--- config.mk ---
export PLATFORM = sky130hd
export DESIGN_NAME = debounced_alarm_with_siren_sweep_top_flat
export DESIGN_NICKNAME = d
export VERILOG_FILES = /design/src/design/dasw_pkg.sv /design/src/design/dasw_if.sv /design/src/design/dasw_div.sv /design/src/design/debounced_alarm_with_siren_sweep_top.sv /design/src/flat_wrapper.sv
export VERILOG_INCLUDE_DIRS = /design/src /design/src/design
export SDC_FILE = /design/constraint.sdc
export NUM_CORES = 1
export LEC_CHECK = 0
export BUFFER_PORTS_ARGS = -buffer_cell sky130_fd_sc_hd__buf_4
export CAP_MARGIN = 10
export CELL_PAD_IN_SITES_DETAIL_PLACEMENT = 0
export CELL_PAD_IN_SITES_GLOBAL_PLACEMENT = 2
export CORE_AREA = 2 2 221 223
export CTS_CLUSTER_DIAMETER = 150
export DETAILED_ROUTE_END_ITERATION = 12
export DIE_AREA = 0 0 223 225
export PLACE_DENSITY = 0.84
export SLEW_MARGIN = 10
export SYNTH_ARGS = -nofsm -noshare
export SYNTH_HDL_FRONTEND = slang
export SYNTH_HIERARCHICAL = 1
export SYNTH_SLANG_ARGS = --single-unit
--- constraint.sdc ---
create_clock -name clock -period 11.76 [get_ports clock]
set_input_delay 0.588 -clock clock [delete_from_list [all_inputs] [get_ports clock]]
set_output_delay 0.588 -clock clock [all_outputs]
set_load 0.02 [all_outputs]
--- src/design/debounced_alarm_with_siren_sweep_top_macros.svh ---
// ----------------------------------------------------------------------------
// debounced alarm with siren sweep - assertion macros
// shared concurrent assertion wrappers, compiled out for synthesis
// ----------------------------------------------------------------------------
`ifndef DEBOUNCED_ALARM_WITH_SIREN_SWEEP_TOP_MACROS_SVH
`define DEBOUNCED_ALARM_WITH_SIREN_SWEEP_TOP_MACROS_SVH

`ifndef SYNTHESIS
// property must hold at every clock edge outside reset
`define DASW_ASSERT(label, prop) \
   label: assert property (@(posedge clock) disable iff (reset) (prop)) \
      else $error("dasw assertion failed");
// condition must never be true outside reset
`define DASW_NEVER(label, cond) \
   label: assert property (@(posedge clock) disable iff (reset) !(cond)) \
      else $error("dasw forbidden condition seen");
`else
`define DASW_ASSERT(label, prop)
`define DASW_NEVER(label, cond)
`endif

`endif

--- src/design/dasw_pkg.sv ---
// ----------------------------------------------------------------------------
// dasw_pkg
// widths, reset values, register map and state type of the siren alarm
// ----------------------------------------------------------------------------
`default_nettype none

package dasw_pkg;

   localparam int COUNT_W    = 7;
   localparam int FREQ_W     = 16;
   localparam int STEP_W     = 10;
   localparam int INTERVAL_W = 8;
   localparam int OUT_W      = 26;
   localparam int DEN_W      = FREQ_W + 1;
   localparam int DIV_CNT_W  = $clog2(OUT_W);
   localparam int ADDR_W     = 5;
   localparam int DATA_W     = 32;

   localparam logic [COUNT_W-1:0]    RST_CEILING   = COUNT_W'(100);
   localparam logic [COUNT_W-1:0]    RST_THRESHOLD = COUNT_W'(99);
   localparam logic [FREQ_W-1:0]     RST_FREQ_LOW  = FREQ_W'(5000);
   localparam logic [FREQ_W-1:0]     RST_FREQ_HIGH = FREQ_W'(15000);
   localparam logic [STEP_W-1:0]     RST_STEP      = STEP_W'(10);
   localparam logic [INTERVAL_W-1:0] RST_INTERVAL  = INTERVAL_W'(10);
   localparam logic [FREQ_W-1:0]     RST_OFFSET    = FREQ_W'(3500);
   localparam logic [OUT_W-1:0]      RST_CLOCK_HZ  = OUT_W'(16000000);

   typedef enum logic [2:0] {
      CSR_COUNT_CEILING,
      CSR_ALARM_THRESHOLD,
      CSR_FREQ_LOW,
      CSR_FREQ_HIGH,
      CSR_FREQ_STEP,
      CSR_UPDATE_INTERVAL,
      CSR_DUTY_OFFSET,
      CSR_CLOCK_HZ
   } csr_index_type;

   typedef enum logic [1:0] {
      ST_IDLE,
      ST_DIVIDE,
      ST_DELIVER
   } state_type;

endpackage

`default_nettype wire

--- src/design/dasw_if.sv ---
// ----------------------------------------------------------------------------
// dasw channel interfaces
// valid/ready channels for the tick input and the result output
// ----------------------------------------------------------------------------
`default_nettype none

interface dasw_req_if;
   logic valid;
   logic ready;
   logic wire_level;

   modport source (output valid, output wire_level, input ready);
   modport sink   (input valid, input wire_level, output ready);
endinterface

interface dasw_rsp_if;
   logic                       valid;
   logic                       ready;
   logic                       alarm_active;
   logic                       report_pulse;
   logic                       pwm_load;
   logic [dasw_pkg::OUT_W-1:0] pwm_period;
   logic [dasw_pkg::OUT_W-1:0] pwm_duty;

   modport source (output valid, output alarm_active, output report_pulse,
                   output pwm_load, output pwm_period, output pwm_duty, input ready);
   modport sink   (input valid, input alarm_active, input report_pulse,
                   input pwm_load, input pwm_period, input pwm_duty, output ready);
endinterface

`default_nettype wire

--- src/design/dasw_div.sv ---
// ----------------------------------------------------------------------------
// dasw_div
// bit-serial restoring divider, one quotient bit per cycle, zero divisor
// gives an all-ones quotient
// ----------------------------------------------------------------------------
`default_nettype none

module dasw_div (
   input  wire logic                       clock,
   input  wire logic                       reset,
   input  wire logic                       start,
   input  wire logic [dasw_pkg::OUT_W-1:0] num,
   input  wire logic [dasw_pkg::DEN_W-1:0] den,
   output logic      [dasw_pkg::OUT_W-1:0] quot,
   output logic                            done
);

   localparam int OUT_W = dasw_pkg::OUT_W;
   localparam int DEN_W = dasw_pkg::DEN_W;
   localparam int CNT_W = dasw_pkg::DIV_CNT_W;

   logic [OUT_W-1:0] num_ff, num_in;
   logic [DEN_W-1:0] rem_ff, rem_in;
   logic [DEN_W-1:0] den_ff, den_in;
   logic [CNT_W-1:0] cnt_ff, cnt_in;
   logic             busy_ff, busy_in;
   logic             done_ff, done_in;

   logic [DEN_W:0]   trial;
   logic [DEN_W+1:0] diff;
   logic             fits;

   assign trial = {rem_ff, num_ff[OUT_W-1]};
   assign diff  = {1'b0, trial} - {2'b00, den_ff};
   assign fits  = ~diff[DEN_W+1];

   always_comb begin
      num_in  = num_ff;
      rem_in  = rem_ff;
      den_in  = den_ff;
      cnt_in  = cnt_ff;
      busy_in = busy_ff;
      done_in = 1'b0;
      if (start) begin
         num_in  = num;
         rem_in  = '0;
         den_in  = den;
         cnt_in  = '0;
         busy_in = 1'b1;
      end else if (busy_ff) begin
         // shift in one dividend bit, subtract when the divisor fits
         rem_in = fits ? diff[DEN_W-1:0] : trial[DEN_W-1:0];
         num_in = {num_ff[OUT_W-2:0], fits};
         cnt_in = cnt_ff + CNT_W'(1);
         if (cnt_ff == CNT_W'(OUT_W - 1)) begin
            busy_in = 1'b0;
            done_in = 1'b1;
         end
      end
   end

   always_ff @(posedge clock) begin
      if (reset) begin
         busy_ff <= 1'b0;
         done_ff <= 1'b0;
         cnt_ff  <= '0;
      end else begin
         busy_ff <= busy_in;
         done_ff <= done_in;
         cnt_ff  <= cnt_in;
      end
   end

   always_ff @(posedge clock) begin
      num_ff <= num_in;
      rem_ff <= rem_in;
      den_ff <= den_in;
   end

   assign quot = num_ff;
   assign done = done_ff;

endmodule

`default_nettype wire

--- src/design/debounced_alarm_with_siren_sweep_top.sv ---
// ----------------------------------------------------------------------------
// debounced_alarm_with_siren_sweep_top
// wire-break alarm with integrating debounce and a swept siren pwm setting
// ----------------------------------------------------------------------------
// Each req transaction is one timer tick carrying the sampled sense wire
// level; each tick yields exactly one rsp transaction. The debounce
// integrator, alarm flag and siren sweep state update at the edge where the
// tick is accepted. On a sweep update tick (pwm_load high) the pwm period
// clock_hz/freq and duty clock_hz/(2*freq-duty_offset) come from two
// bit-serial restoring dividers working side by side, one quotient bit per
// cycle. Such a tick goes from idle to the divide state, waits there until
// both dividers finish and then passes the deliver state, which loads the
// rsp output register once it is free; only then is the next tick taken in
// idle. A tick without an update goes from idle straight to deliver. The
// 26-bit dividend width sets the divide time. A finished result sits in the
// rsp output register, so the next tick is accepted while it waits. Config
// registers sit on the apb port at byte address 4*index, pready is tied high;
// the user must write them only while no tick is in flight; not enforced.
// ----------------------------------------------------------------------------
`default_nettype none

`include "debounced_alarm_with_siren_sweep_top_macros.svh"

module debounced_alarm_with_siren_sweep_top (
   input  wire logic                        clock,
   input  wire logic                        reset,
   dasw_req_if.sink                         req_if,
   dasw_rsp_if.source                       rsp_if,
   input  wire logic                        psel,
   input  wire logic                        penable,
   input  wire logic                        pwrite,
   input  wire logic [dasw_pkg::ADDR_W-1:0] paddr,
   input  wire logic [dasw_pkg::DATA_W-1:0] pwdata,
   output logic      [dasw_pkg::DATA_W-1:0] prdata,
   output logic                             pready
);

   localparam int COUNT_W    = dasw_pkg::COUNT_W;
   localparam int FREQ_W     = dasw_pkg::FREQ_W;
   localparam int STEP_W     = dasw_pkg::STEP_W;
   localparam int INTERVAL_W = dasw_pkg::INTERVAL_W;
   localparam int OUT_W      = dasw_pkg::OUT_W;
   localparam int DEN_W      = dasw_pkg::DEN_W;
   localparam int DATA_W     = dasw_pkg::DATA_W;
   localparam int ADDR_W_HI  = dasw_pkg::ADDR_W - 1;

   // ---------------------------------------------------------------------
   // config registers
   // ---------------------------------------------------------------------
   logic [COUNT_W-1:0]    ceiling_ff;
   logic [COUNT_W-1:0]    threshold_ff;
   logic [FREQ_W-1:0]     freq_low_ff;
   logic [FREQ_W-1:0]     freq_high_ff;
   logic [STEP_W-1:0]     step_ff;
   logic [INTERVAL_W-1:0] interval_ff;
   logic [FREQ_W-1:0]     offset_ff;
   logic [OUT_W-1:0]      clock_hz_ff;

   dasw_pkg::csr_index_type csr_index;
   logic                    csr_write;

   assign pready    = 1'b1;
   assign csr_index = dasw_pkg::csr_index_type'(paddr[ADDR_W_HI:2]);
   assign csr_write = psel & penable & pwrite & pready;

   always_ff @(posedge clock) begin
      if (reset) begin
         ceiling_ff   <= dasw_pkg::RST_CEILING;
         threshold_ff <= dasw_pkg::RST_THRESHOLD;
         freq_low_ff  <= dasw_pkg::RST_FREQ_LOW;
         freq_high_ff <= dasw_pkg::RST_FREQ_HIGH;
         step_ff      <= dasw_pkg::RST_STEP;
         interval_ff  <= dasw_pkg::RST_INTERVAL;
         offset_ff    <= dasw_pkg::RST_OFFSET;
         clock_hz_ff  <= dasw_pkg::RST_CLOCK_HZ;
      end else if (csr_write) begin
         case (csr_index)
            dasw_pkg::CSR_COUNT_CEILING:   ceiling_ff   <= pwdata[COUNT_W-1:0];
            dasw_pkg::CSR_ALARM_THRESHOLD: threshold_ff <= pwdata[COUNT_W-1:0];
            dasw_pkg::CSR_FREQ_LOW:        freq_low_ff  <= pwdata[FREQ_W-1:0];
            dasw_pkg::CSR_FREQ_HIGH:       freq_high_ff <= pwdata[FREQ_W-1:0];
            dasw_pkg::CSR_FREQ_STEP:       step_ff      <= pwdata[STEP_W-1:0];
            dasw_pkg::CSR_UPDATE_INTERVAL: interval_ff  <= pwdata[INTERVAL_W-1:0];
            dasw_pkg::CSR_DUTY_OFFSET:     offset_ff    <= pwdata[FREQ_W-1:0];
            dasw_pkg::CSR_CLOCK_HZ:        clock_hz_ff  <= pwdata[OUT_W-1:0];
            default: ;
         endcase
      end
   end

   // register readback
   always_comb begin
      case (csr_index)
         dasw_pkg::CSR_COUNT_CEILING:   prdata = DATA_W'(ceiling_ff);
         dasw_pkg::CSR_ALARM_THRESHOLD: prdata = DATA_W'(threshold_ff);
         dasw_pkg::CSR_FREQ_LOW:        prdata = DATA_W'(freq_low_ff);
         dasw_pkg::CSR_FREQ_HIGH:       prdata = DATA_W'(freq_high_ff);
         dasw_pkg::CSR_FREQ_STEP:       prdata = DATA_W'(step_ff);
         dasw_pkg::CSR_UPDATE_INTERVAL: prdata = DATA_W'(interval_ff);
         dasw_pkg::CSR_DUTY_OFFSET:     prdata = DATA_W'(offset_ff);
         dasw_pkg::CSR_CLOCK_HZ:        prdata = DATA_W'(clock_hz_ff);
         default:                       prdata = '0;
      endcase
   end

   // ---------------------------------------------------------------------
   // alarm and sweep state
   // ---------------------------------------------------------------------
   logic [COUNT_W-1:0]    count_ff, count_in;
   logic                  alarm_ff, alarm_in;
   logic [INTERVAL_W-1:0] ic_ff, ic_in;
   logic [FREQ_W-1:0]     freq_ff, freq_in;
   logic                  up_ff, up_in;

   // per-tick flags held until the result is delivered
   logic                  res_alarm_ff, res_report_ff, res_load_ff;
   logic                  report_in, load_in;

   logic                  accept;
   logic [INTERVAL_W:0]   ic_next;
   logic [FREQ_W:0]       freq_sum;
   logic [FREQ_W+1:0]     duty_raw;
   logic [DEN_W-1:0]      period_den, duty_den;

   dasw_pkg::state_type   state_ff, state_in;
   logic                  div_start, deliver;
   logic                  p_done, d_done;
   logic [OUT_W-1:0]      p_quot, d_quot;

   assign accept = req_if.valid & req_if.ready;

   always_comb begin
      count_in  = count_ff;
      alarm_in  = alarm_ff;
      ic_in     = ic_ff;
      freq_in   = freq_ff;
      up_in     = up_ff;
      report_in = 1'b0;
      load_in   = 1'b0;
      freq_sum  = {1'b0, freq_ff} + {{(FREQ_W + 1 - STEP_W){1'b0}}, step_ff};
      ic_next   = {1'b0, ic_ff} + (INTERVAL_W + 1)'(1);

      // integrating debounce
      if (req_if.wire_level) begin
         if (count_ff < ceiling_ff) begin
            count_in = count_ff + COUNT_W'(1);
            if (count_in >= threshold_ff && !alarm_ff) begin
               alarm_in  = 1'b1;
               report_in = 1'b1;
            end
         end
      end else if (count_ff != '0) begin
         count_in = count_ff - COUNT_W'(1);
         if (count_in == '0) begin
            alarm_in = 1'b0;
         end
      end

      // siren sweep, interval of zero behaves as one
      if (alarm_in) begin
         if (ic_next >= {1'b0, interval_ff}) begin
            ic_in   = '0;
            load_in = 1'b1;
            if (up_ff) begin
               freq_in = freq_sum[FREQ_W] ? '1 : freq_sum[FREQ_W-1:0];
               if (freq_in >= freq_high_ff) begin
                  up_in = 1'b0;
               end
            end else begin
               freq_in = (freq_ff > FREQ_W'(step_ff)) ? freq_ff - FREQ_W'(step_ff) : '0;
               if (freq_in <= freq_low_ff) begin
                  up_in = 1'b1;
               end
            end
         end else begin
            ic_in = ic_next[INTERVAL_W-1:0];
         end
      end

      // divisors, zero or negative duty divisor saturates via zero
      duty_raw   = {1'b0, freq_in, 1'b0} - {2'b00, offset_ff};
      period_den = {1'b0, freq_in};
      duty_den   = duty_raw[FREQ_W+1] ? '0 : duty_raw[DEN_W-1:0];
   end

   always_ff @(posedge clock) begin
      if (reset) begin
         count_ff <= '0;
         alarm_ff <= 1'b0;
         ic_ff    <= '0;
         freq_ff  <= dasw_pkg::RST_FREQ_LOW;
         up_ff    <= 1'b1;
      end else if (accept) begin
         count_ff <= count_in;
         alarm_ff <= alarm_in;
         ic_ff    <= ic_in;
         freq_ff  <= freq_in;
         up_ff    <= up_in;
      end
   end

   always_ff @(posedge clock) begin
      if (accept) begin
         res_alarm_ff  <= alarm_in;
         res_report_ff <= report_in;
         res_load_ff   <= load_in;
      end
   end

   // ---------------------------------------------------------------------
   // dividers for period and duty
   // ---------------------------------------------------------------------
   dasw_div u_period_div (
      .clock (clock),
      .reset (reset),
      .start (div_start),
      .num   (clock_hz_ff),
      .den   (period_den),
      .quot  (p_quot),
      .done  (p_done)
   );

   dasw_div u_duty_div (
      .clock (clock),
      .reset (reset),
      .start (div_start),
      .num   (clock_hz_ff),
      .den   (duty_den),
      .quot  (d_quot),
      .done  (d_done)
   );

   // ---------------------------------------------------------------------
   // sequencer
   // ---------------------------------------------------------------------
   logic rsp_valid_ff, rsp_valid_in;
   logic out_free;

   assign out_free = ~rsp_valid_ff | rsp_if.ready;

   // next state
   always_comb begin
      state_in = state_ff;
      case (state_ff)
         dasw_pkg::ST_IDLE: begin
            if (req_if.valid) begin
               state_in = load_in ? dasw_pkg::ST_DIVIDE : dasw_pkg::ST_DELIVER;
            end
         end
         dasw_pkg::ST_DIVIDE: begin
            if (p_done) begin
               state_in = dasw_pkg::ST_DELIVER;
            end
         end
         dasw_pkg::ST_DELIVER: begin
            if (out_free) begin
               state_in = dasw_pkg::ST_IDLE;
            end
         end
         default: state_in = dasw_pkg::ST_IDLE;
      endcase
   end

   // sequencer outputs
   always_comb begin
      req_if.ready = 1'b0;
      div_start    = 1'b0;
      deliver      = 1'b0;
      case (state_ff)
         dasw_pkg::ST_IDLE: begin
            req_if.ready = 1'b1;
            div_start    = req_if.valid & load_in;
         end
         dasw_pkg::ST_DIVIDE: ;
         dasw_pkg::ST_DELIVER: begin
            deliver = out_free;
         end
         default: ;
      endcase
   end

   always_ff @(posedge clock) begin
      if (reset) begin
         state_ff     <= dasw_pkg::ST_IDLE;
         rsp_valid_ff <= 1'b0;
      end else begin
         state_ff     <= state_in;
         rsp_valid_ff <= rsp_valid_in;
      end
   end

   // ---------------------------------------------------------------------
   // result output register
   // ---------------------------------------------------------------------
   logic             out_alarm_ff, out_report_ff, out_load_ff;
   logic [OUT_W-1:0] out_period_ff, out_duty_ff;

   assign rsp_valid_in = deliver | (rsp_valid_ff & ~rsp_if.ready);

   always_ff @(posedge clock) begin
      if (deliver) begin
         out_alarm_ff  <= res_alarm_ff;
         out_report_ff <= res_report_ff;
         out_load_ff   <= res_load_ff;
         out_period_ff <= res_load_ff ? p_quot : '0;
         out_duty_ff   <= res_load_ff ? d_quot : '0;
      end
   end

   assign rsp_if.valid        = rsp_valid_ff;
   assign rsp_if.alarm_active = out_alarm_ff;
   assign rsp_if.report_pulse = out_report_ff;
   assign rsp_if.pwm_load     = out_load_ff;
   assign rsp_if.pwm_period   = out_period_ff;
   assign rsp_if.pwm_duty     = out_duty_ff;

   // ---------------------------------------------------------------------
   // assertions
   // ---------------------------------------------------------------------
   // a report only comes with the alarm raised
   `DASW_ASSERT(a_report_has_alarm, rsp_if.valid && rsp_if.report_pulse |-> rsp_if.alarm_active)
   // a raised alarm never coexists with an empty integrator
   `DASW_NEVER(a_alarm_count_zero, alarm_ff && count_ff == '0)
   // both dividers finish together and only while the sequencer waits on them
   `DASW_ASSERT(a_div_lockstep, p_done |-> d_done && state_ff == dasw_pkg::ST_DIVIDE)
   // a divide start leads to the divide state
   `DASW_ASSERT(a_start_divides, div_start |=> state_ff == dasw_pkg::ST_DIVIDE)

endmodule

`default_nettype wire

--- src/flat_wrapper.sv ---
// flat-port wrapper written by rule: the top's interface ports become plain ports
module debounced_alarm_with_siren_sweep_top_flat 
  (clock, reset, psel, penable, pwrite, paddr, pwdata, prdata, pready, req_if_valid, req_if_wire_level, req_if_ready, rsp_if_valid, rsp_if_alarm_active, rsp_if_report_pulse, rsp_if_pwm_load, rsp_if_pwm_period, rsp_if_pwm_duty, rsp_if_ready);
  dasw_req_if req_if_i ();
  dasw_rsp_if rsp_if_i ();
  input  wire logic clock;
  input  wire logic reset;
  input  wire logic psel;
  input  wire logic penable;
  input  wire logic pwrite;
  input  wire logic [dasw_pkg::ADDR_W-1:0] paddr;
  input  wire logic [dasw_pkg::DATA_W-1:0] pwdata;
  output logic      [dasw_pkg::DATA_W-1:0] prdata;
  output logic pready;
  input wire logic [$bits(req_if_i.valid)-1:0] req_if_valid;
  input wire logic [$bits(req_if_i.wire_level)-1:0] req_if_wire_level;
  output wire logic [$bits(req_if_i.ready)-1:0] req_if_ready;
  output wire logic [$bits(rsp_if_i.valid)-1:0] rsp_if_valid;
  output wire logic [$bits(rsp_if_i.alarm_active)-1:0] rsp_if_alarm_active;
  output wire logic [$bits(rsp_if_i.report_pulse)-1:0] rsp_if_report_pulse;
  output wire logic [$bits(rsp_if_i.pwm_load)-1:0] rsp_if_pwm_load;
  output wire logic [$bits(rsp_if_i.pwm_period)-1:0] rsp_if_pwm_period;
  output wire logic [$bits(rsp_if_i.pwm_duty)-1:0] rsp_if_pwm_duty;
  input wire logic [$bits(rsp_if_i.ready)-1:0] rsp_if_ready;
  assign req_if_i.valid = req_if_valid;
  assign req_if_i.wire_level = req_if_wire_level;
  assign req_if_ready = req_if_i.ready;
  assign rsp_if_valid = rsp_if_i.valid;
  assign rsp_if_alarm_active = rsp_if_i.alarm_active;
  assign rsp_if_report_pulse = rsp_if_i.report_pulse;
  assign rsp_if_pwm_load = rsp_if_i.pwm_load;
  assign rsp_if_pwm_period = rsp_if_i.pwm_period;
  assign rsp_if_pwm_duty = rsp_if_i.pwm_duty;
  assign rsp_if_i.ready = rsp_if_ready;
  debounced_alarm_with_siren_sweep_top u_core (.clock(clock), .reset(reset), .req_if(req_if_i), .rsp_if(rsp_if_i), .psel(psel), .penable(penable), .pwrite(pwrite), .paddr(paddr), .pwdata(pwdata), .prdata(prdata), .pready(pready));
endmodule
# Word level (Yosys, flattened, before mapping)
# Index checks and enable logic that the tools add are counted.
totals:
  word_cells: 143
  mem_count: 0
  output_inout_bits: 90
  rom_bits: 0
  latchBits: 0
  ramBits: 0
  regBits: 332
classes:
  reduce_logical: 24
  magnitude_cmp: 6
  n_div: 0
  bitwise_logic: 12
  mux: 42
  n_addsub: 10
  n_mul: 0
  shifts: 0
  eq_ne: 15
ops:
  columns: ["op", "count"]
  rows:
  - ["32-bit one-hot mux with 8 select lines", 1]
  - ["26-bit two-way mux", 4]
  - ["16-bit two-way mux", 5]
  - ["17-bit two-way mux", 2]
  - ["1-bit two-way mux", 21]
  - ["7-bit two-way mux", 3]
  - ["2-bit AND reduction", 10]
  - ["18-bit by 16-bit subtractor with 19-bit output", 1]
  - ["18-bit by 17-bit subtractor with 19-bit output", 1]
  - ["17-bit by 16-bit subtractor with 18-bit output", 1]
  - ["16-bit by 10-bit adder with 17-bit output", 1]
  - ["16-bit >= comparator", 1]
  - ["16-bit by 10-bit greater-than comparator with 1-bit output", 1]
  - ["16-bit less-or-equal comparator", 1]
  - ["16-bit by 10-bit subtractor with 16-bit output", 1]
  - ["3-bit == test (second input constant)", 4]
  - ["5-bit by 1-bit adder with 5-bit output (second input constant)", 2]
  - ["5-bit == test (second input constant)", 2]
  - ["8-bit by 1-bit adder with 9-bit output (second input constant)", 1]
  - ["9-bit by 8-bit >= comparator with 1-bit output", 1]
  - ["3-bit AND reduction", 3]
  - ["2-bit two-way mux", 4]
  - ["8-bit two-way mux", 1]
  - ["7-bit by 1-bit adder with 7-bit output (second input constant)", 1]
  - ["22 further kinds", 36]

# Longest topological paths before layout
logic_depth:
  ltp_word: 10
  ltp_mapped: 24

# Cells and area by module
# Netlist, hierarchy kept.
modules_own_cells:
  columns: ["mod", "n_inst", "cells_per_inst", "area_per_inst_um2"]
  rows:
  - ["debounced_alarm_with_siren_sweep_top", 1, 1494, 12771.0]
  - ["dasw_div (u_core.u_period_div)", 1, 314, 3532.1]
  - ["dasw_div (u_core.u_duty_div)", 1, 315, 3524.6]

# Worst setup path before layout
# Ideal clock, no wire load.
synth_path:
  kind: "register to register"
  start: "register u_core.ic_ff[0]"
  end: "register u_core.u_duty_div.den_ff[10] (data pin)"
  setup_ns: 0.262
  arrival_time_ns: 4.486
  required_ns: 11.498
  stages_incl_launch_ff: 23
  synth_period_minus_slack_ns: 4.748
  path_slack_ns: 7.012
  path_cell_list: "dfxtp_1 > and3_1 > and3_1 > nand3_1 > xnor2_1 > ha_1 > and3_1 > a221oi_1 > o21a_1 > nand2_1 > nand2_1 > inv_1 > buf_2 > o21ai_1 > ha_1 > nor2b_1 > o31a_1 > o21ai_0 > o31a_1 > o31ai_1 > nand2_1 > buf_2 > a21oi_2"
synth_via:
  elab_chain_len: 5
synth_rtl:
  columns: ["item", "line_no", "source"]
  rows:
  - ["start, declared", "debounced_alarm_with_siren_sweep_top.sv:111", "logic [INTERVAL_W-1:0] ic_ff, ic_in;"]
  - ["start signal, assigned", "debounced_alarm_with_siren_sweep_top.sv:196", "ic_ff <= ic_in;"]
  - ["8-bit by 1-bit adder with 9-bit output", "debounced_alarm_with_siren_sweep_top.sv:141", "ic_next = {1'b0, ic_ff} + (INTERVAL_W + 1)'(1);"]
  - ["9-bit by 8-bit >= comparator with 1-bit output", "debounced_alarm_with_siren_sweep_top.sv:161", "if (ic_next >= {1'b0, interval_ff}) begin"]
  - ["16-bit two-way mux", "debounced_alarm_with_siren_sweep_top.sv:161", null]
  - ["16-bit two-way mux", "debounced_alarm_with_siren_sweep_top.sv:160", "if (alarm_in) begin"]
  - ["net u_core.freq_in[0]", "debounced_alarm_with_siren_sweep_top.sv:112", "logic [FREQ_W-1:0] freq_ff, freq_in;"]
  - ["17-bit by 16-bit subtractor with 18-bit output", "debounced_alarm_with_siren_sweep_top.sv:181", "duty_raw = {1'b0, freq_in, 1'b0} - {2'b00, offset_ff};"]
  - ["end signal, assigned", "dasw_div.sv:77", "den_ff <= den_in;"]
  - ["end, declared", "dasw_div.sv:24", "logic [DEN_W-1:0] den_ff, den_in;"]
# The timed path passes the listed nets, and every way through them passes these cells.
# A chain may end at the register's enable or synchronous reset.

# Worst setup path after layout
layout_path:
  start: "register u_core.count_ff[2]"
  end: "register u_core.u_duty_div.den_ff[15] (data pin)"
layout_via:
  elab_chain_len: 8
  word_cells_on_any_way: 14
  cone_classes: "add/sub (3); order compare (2); mux (6); reduce/logical (3)"
layout_rtl:
  columns: ["item", "line_no", "source"]
  rows:
  - ["start, declared", "debounced_alarm_with_siren_sweep_top.sv:109", "logic [COUNT_W-1:0] count_ff, count_in;"]
  - ["start signal, assigned", "debounced_alarm_with_siren_sweep_top.sv:194", "count_ff <= count_in;"]
  - ["7-bit by 1-bit adder with 7-bit output", "debounced_alarm_with_siren_sweep_top.sv:146", "count_in = count_ff + COUNT_W'(1);"]
  - ["7-bit >= comparator", "debounced_alarm_with_siren_sweep_top.sv:147", "if (count_in >= threshold_ff && !alarm_ff) begin"]
  - ["1-bit logical AND", "debounced_alarm_with_siren_sweep_top.sv:147", null]
  - ["1-bit two-way mux", "debounced_alarm_with_siren_sweep_top.sv:147", null]
  - ["1-bit two-way mux", "debounced_alarm_with_siren_sweep_top.sv:145", "if (count_ff < ceiling_ff) begin"]
  - ["1-bit two-way mux (*)", "debounced_alarm_with_siren_sweep_top.sv:144", "if (req_if.wire_level) begin"]
  - ["net u_core.alarm_in", "debounced_alarm_with_siren_sweep_top.sv:110", "logic alarm_ff, alarm_in;"]
  - ["16-bit two-way mux (*)", "debounced_alarm_with_siren_sweep_top.sv:160", null]
  - ["net u_core.freq_in[2]", "debounced_alarm_with_siren_sweep_top.sv:112", null]
  - ["17-bit by 16-bit subtractor with 18-bit output (*)", "debounced_alarm_with_siren_sweep_top.sv:181", null]
# The timed path passes the listed nets; every way through them passes the cells marked *.

==> impl_results.md <==
- GR peak layer: met2
- CTS resizes: 0
- Port-buffer cells: 119
- Endpoints failing hold: 0
- Final setup vio count: 0
- Layout cells sized above 1: 12.9%
- Via/cell ratio: 5.59
- Crit. End Element: flop
- WHS Path Cells: 3
- Rel. slew slack: 20.5%
- Max-slew violation count: 0
- Worst Reg2Reg Path Length in Cells: 21
- Routing usage on met2: 38.3%
- CTS tree: yes
- I/O pin cnt: 135
- Pwr Density: 117 nW/um^2
- Nets: 2362
- DRC Markers: 0
- DR WL/cell: 20.6 um
- Clk_lat worst skew: 0.56 ns
- Ant diodes: 0
- Sequential share of power: 47.2%
- Power share of the combinational group: 7.2%
- Initial DRC Count: 1033
- Worst Tran Pin Value: 1.19 ns
- Switching Share: 24.0%
- H-Tree Depth: 2
- Pin count of the biggest net entering global routing: 83
- Die height: 225 um
- Internal reg-to-reg setup slack: 5.24 ns
- CP startpoint: u_core/count_ff[2]
- Initial Util: 41.6%
- Syn-to-layout area delta: 12.5%
- Root Driver: clkbuf_16
- Cts bufs inserted: 39
- Hold_sp: pwdata[18]
- GRT overflow: 0
- Clock transition at path regs: 0.06 ns
- Mapped Avg Cell Area: 9.34 sq um
- Fmax: 0.153 GHz
- First-pass GRT wire length: 88.8 mm
- Internal Power: 0.00199 W
- Worst IR drop on VDD: 108 uV
- Die Wd: 223 um
- Non-Filler Instances: 2825
- RePlAce Congestion: 0.895
- DR pass1 iterations: 5
- Placed Cells: 2755
- WL final: 58.1 mm
- Via Count: 15800
- Period utilisation layout: 55.5%
- Clock power share: 45.6%
- Cts hold-fix bufs: 0
- MaxCap Viol Count: 0
- Clk_skew: 0.0205 ns
- Worst EP required: 12.03 ns
- Ys Warns: 6
- RSZ-0062 raised after global routing: false
- Core area: 47500 sq um
- Critical R2R Launch: u_core/count_ff[2]
- Worst setup path class: reg -> reg
- Final min period: 6.52 ns
- Crit path launch type: flop
- Worst Path Arrival: 6.79 ns
- Setup Fix Bufs, Post-CTS: 0
- Post-DP HPWL: 42.9 mm
- Antenna violations before repair: 1
- Outcome: finished, final reports clean
- Net Sw Power: 0.000627 W
- Pleak: 8.55 nW
- Antenna-violating nets left: 0
- Total Neg Setup Slack: 0 ns
- Mapped Area: 19800 sq um
- Met3 Usage GRT: 2.71%
- Mapped Cells: 2121
- Met1 GRT Util: 30.9%
- Longest Clk Path Bufs: 3
- Clk sink count: 333
- Fillcell total: 4542
- Row count: 80
- Critical path peak fanout: 22
- Vias in the first global route: 15200
- Global Route Usage Sum: 22.8%
- Die ar.: 50200 sq um
- Worst hold path class: in -> reg
## power by group through the flow
| stage | Sequential [W] | Clock (W) | Combinational [W] |
|---|---|---|---|
| final | 0.00123 | 0.00119 | 0.000189 |
| after global routing | 0.00124 | 0.00127 | 0.000204 |
| after global placement | 0.00126 | 0 | 0.000187 |
| after detailed placement | 0.00126 | 0 | 0.000188 |
| after CTS | 0.00124 | 0.00122 | 0.000189 |
| after floorplan | 0.00127 | 0 | 0.000108 |
## layout make-up
cell class / instances / area, sq um / area share, %
timing repair buffer: 133 / 1020 / 4.57
sequential: 333 / 8110 / 36.4
clock buffer: 48 / 1040 / 4.67
tap: 615 / 769 / 3.45
inverter: 150 / 566 / 2.54
multi-input combinational: 1525 / 10600 / 47.4
clock inverter: 21 / 205 / 0.921
## worst max-delay path, cell delays in order (launching register included)
cell and delay, ns:
dfxtp_1 0.58, and2_1 0.27, nand4_1 0.13, xnor2_1 0.18, ha_1 0.31, o21ai_0 0.08, nand2b_1 0.07, a21oi_1 0.09
o41a_4 0.53, inv_2 0.16, nand2_1 0.07, buf_4 0.21, inv_1 0.67, a21oi_1 0.38, ha_1 0.47, o21a_1 0.14
o31a_1 0.18, o21ai_0 0.22, o31a_1 0.32, o31ai_1 0.31, nand2_1 0.49, nor3b_1 0.32
## stage by stage
stage,hold slack [ns],cell area [sq um],total power [W],util (%),setup slack (ns)
finish,0.255,22300,0.00262,46.9,5.24
floorplan,0.400,19800,0.00138,-,7.01
global placement,0.443,21000,0.00145,44.2,5.38
CTS,0.220,22200,0.00265,46.8,5.29
global route,0.246,22300,0.00271,46.9,4.81
detailed placement,0.447,21000,0.00145,44.2,5.29
## worst paths after layout
kind	to
setup / recovery	u_core/u_duty_div/den_ff[15]
hold / removal	u_core/clock_hz_ff[18]
setup reg to reg	u_core/u_duty_div/den_ff[15]
hold reg to reg	u_core/freq_low_ff[1]
## sequential cells by signal (all words and copies together) (netlist names), 17 cells and up
name / cells
u_core/rsp_if.pwm_period: 26
u_core/rsp_if.pwm_duty: 26
u_core/u_duty_div/den_ff: 17
u_core/u_duty_div/quot: 26
u_core/u_period_div/den_ff: 17
u_core/u_duty_div/rem_ff: 17
u_core/u_period_div/rem_ff: 17
u_core/u_period_div/quot: 26
u_core/clock_hz_ff: 26
## metal layers
| layer | vias to the layer above | wire, um | share of wire (%) |
|---|---|---|---|
| met1 | 7620 | 26400 | 45 |
| met4 | 0 | 1460 | 2.5 |
| met5 | - | 0 | 0 |
| met3 | 70 | 2540 | 4.4 |
| met2 | 370 | 27800 | 48 |
| li1 | 7720 | - | - |
## cell usage in the layout (no fill, tap or decap), types with 40 or more instances in the layout
| master | n |
|---|---|
| buf_4 | 132 |
| ha_1 | 130 |
| nor2_1 | 170 |
| and2_1 | 73 |
| a21oi_1 | 154 |
| clkbuf_16 | 40 |
| mux2i_1 | 43 |
| xnor2_1 | 52 |
| nand2_1 | 226 |
| edfxtp_1 | 144 |
| inv_1 | 146 |
| o21ai_0 | 65 |
| dfxtp_1 | 189 |
Note: power is estimated with default switching activity, not from simulation.
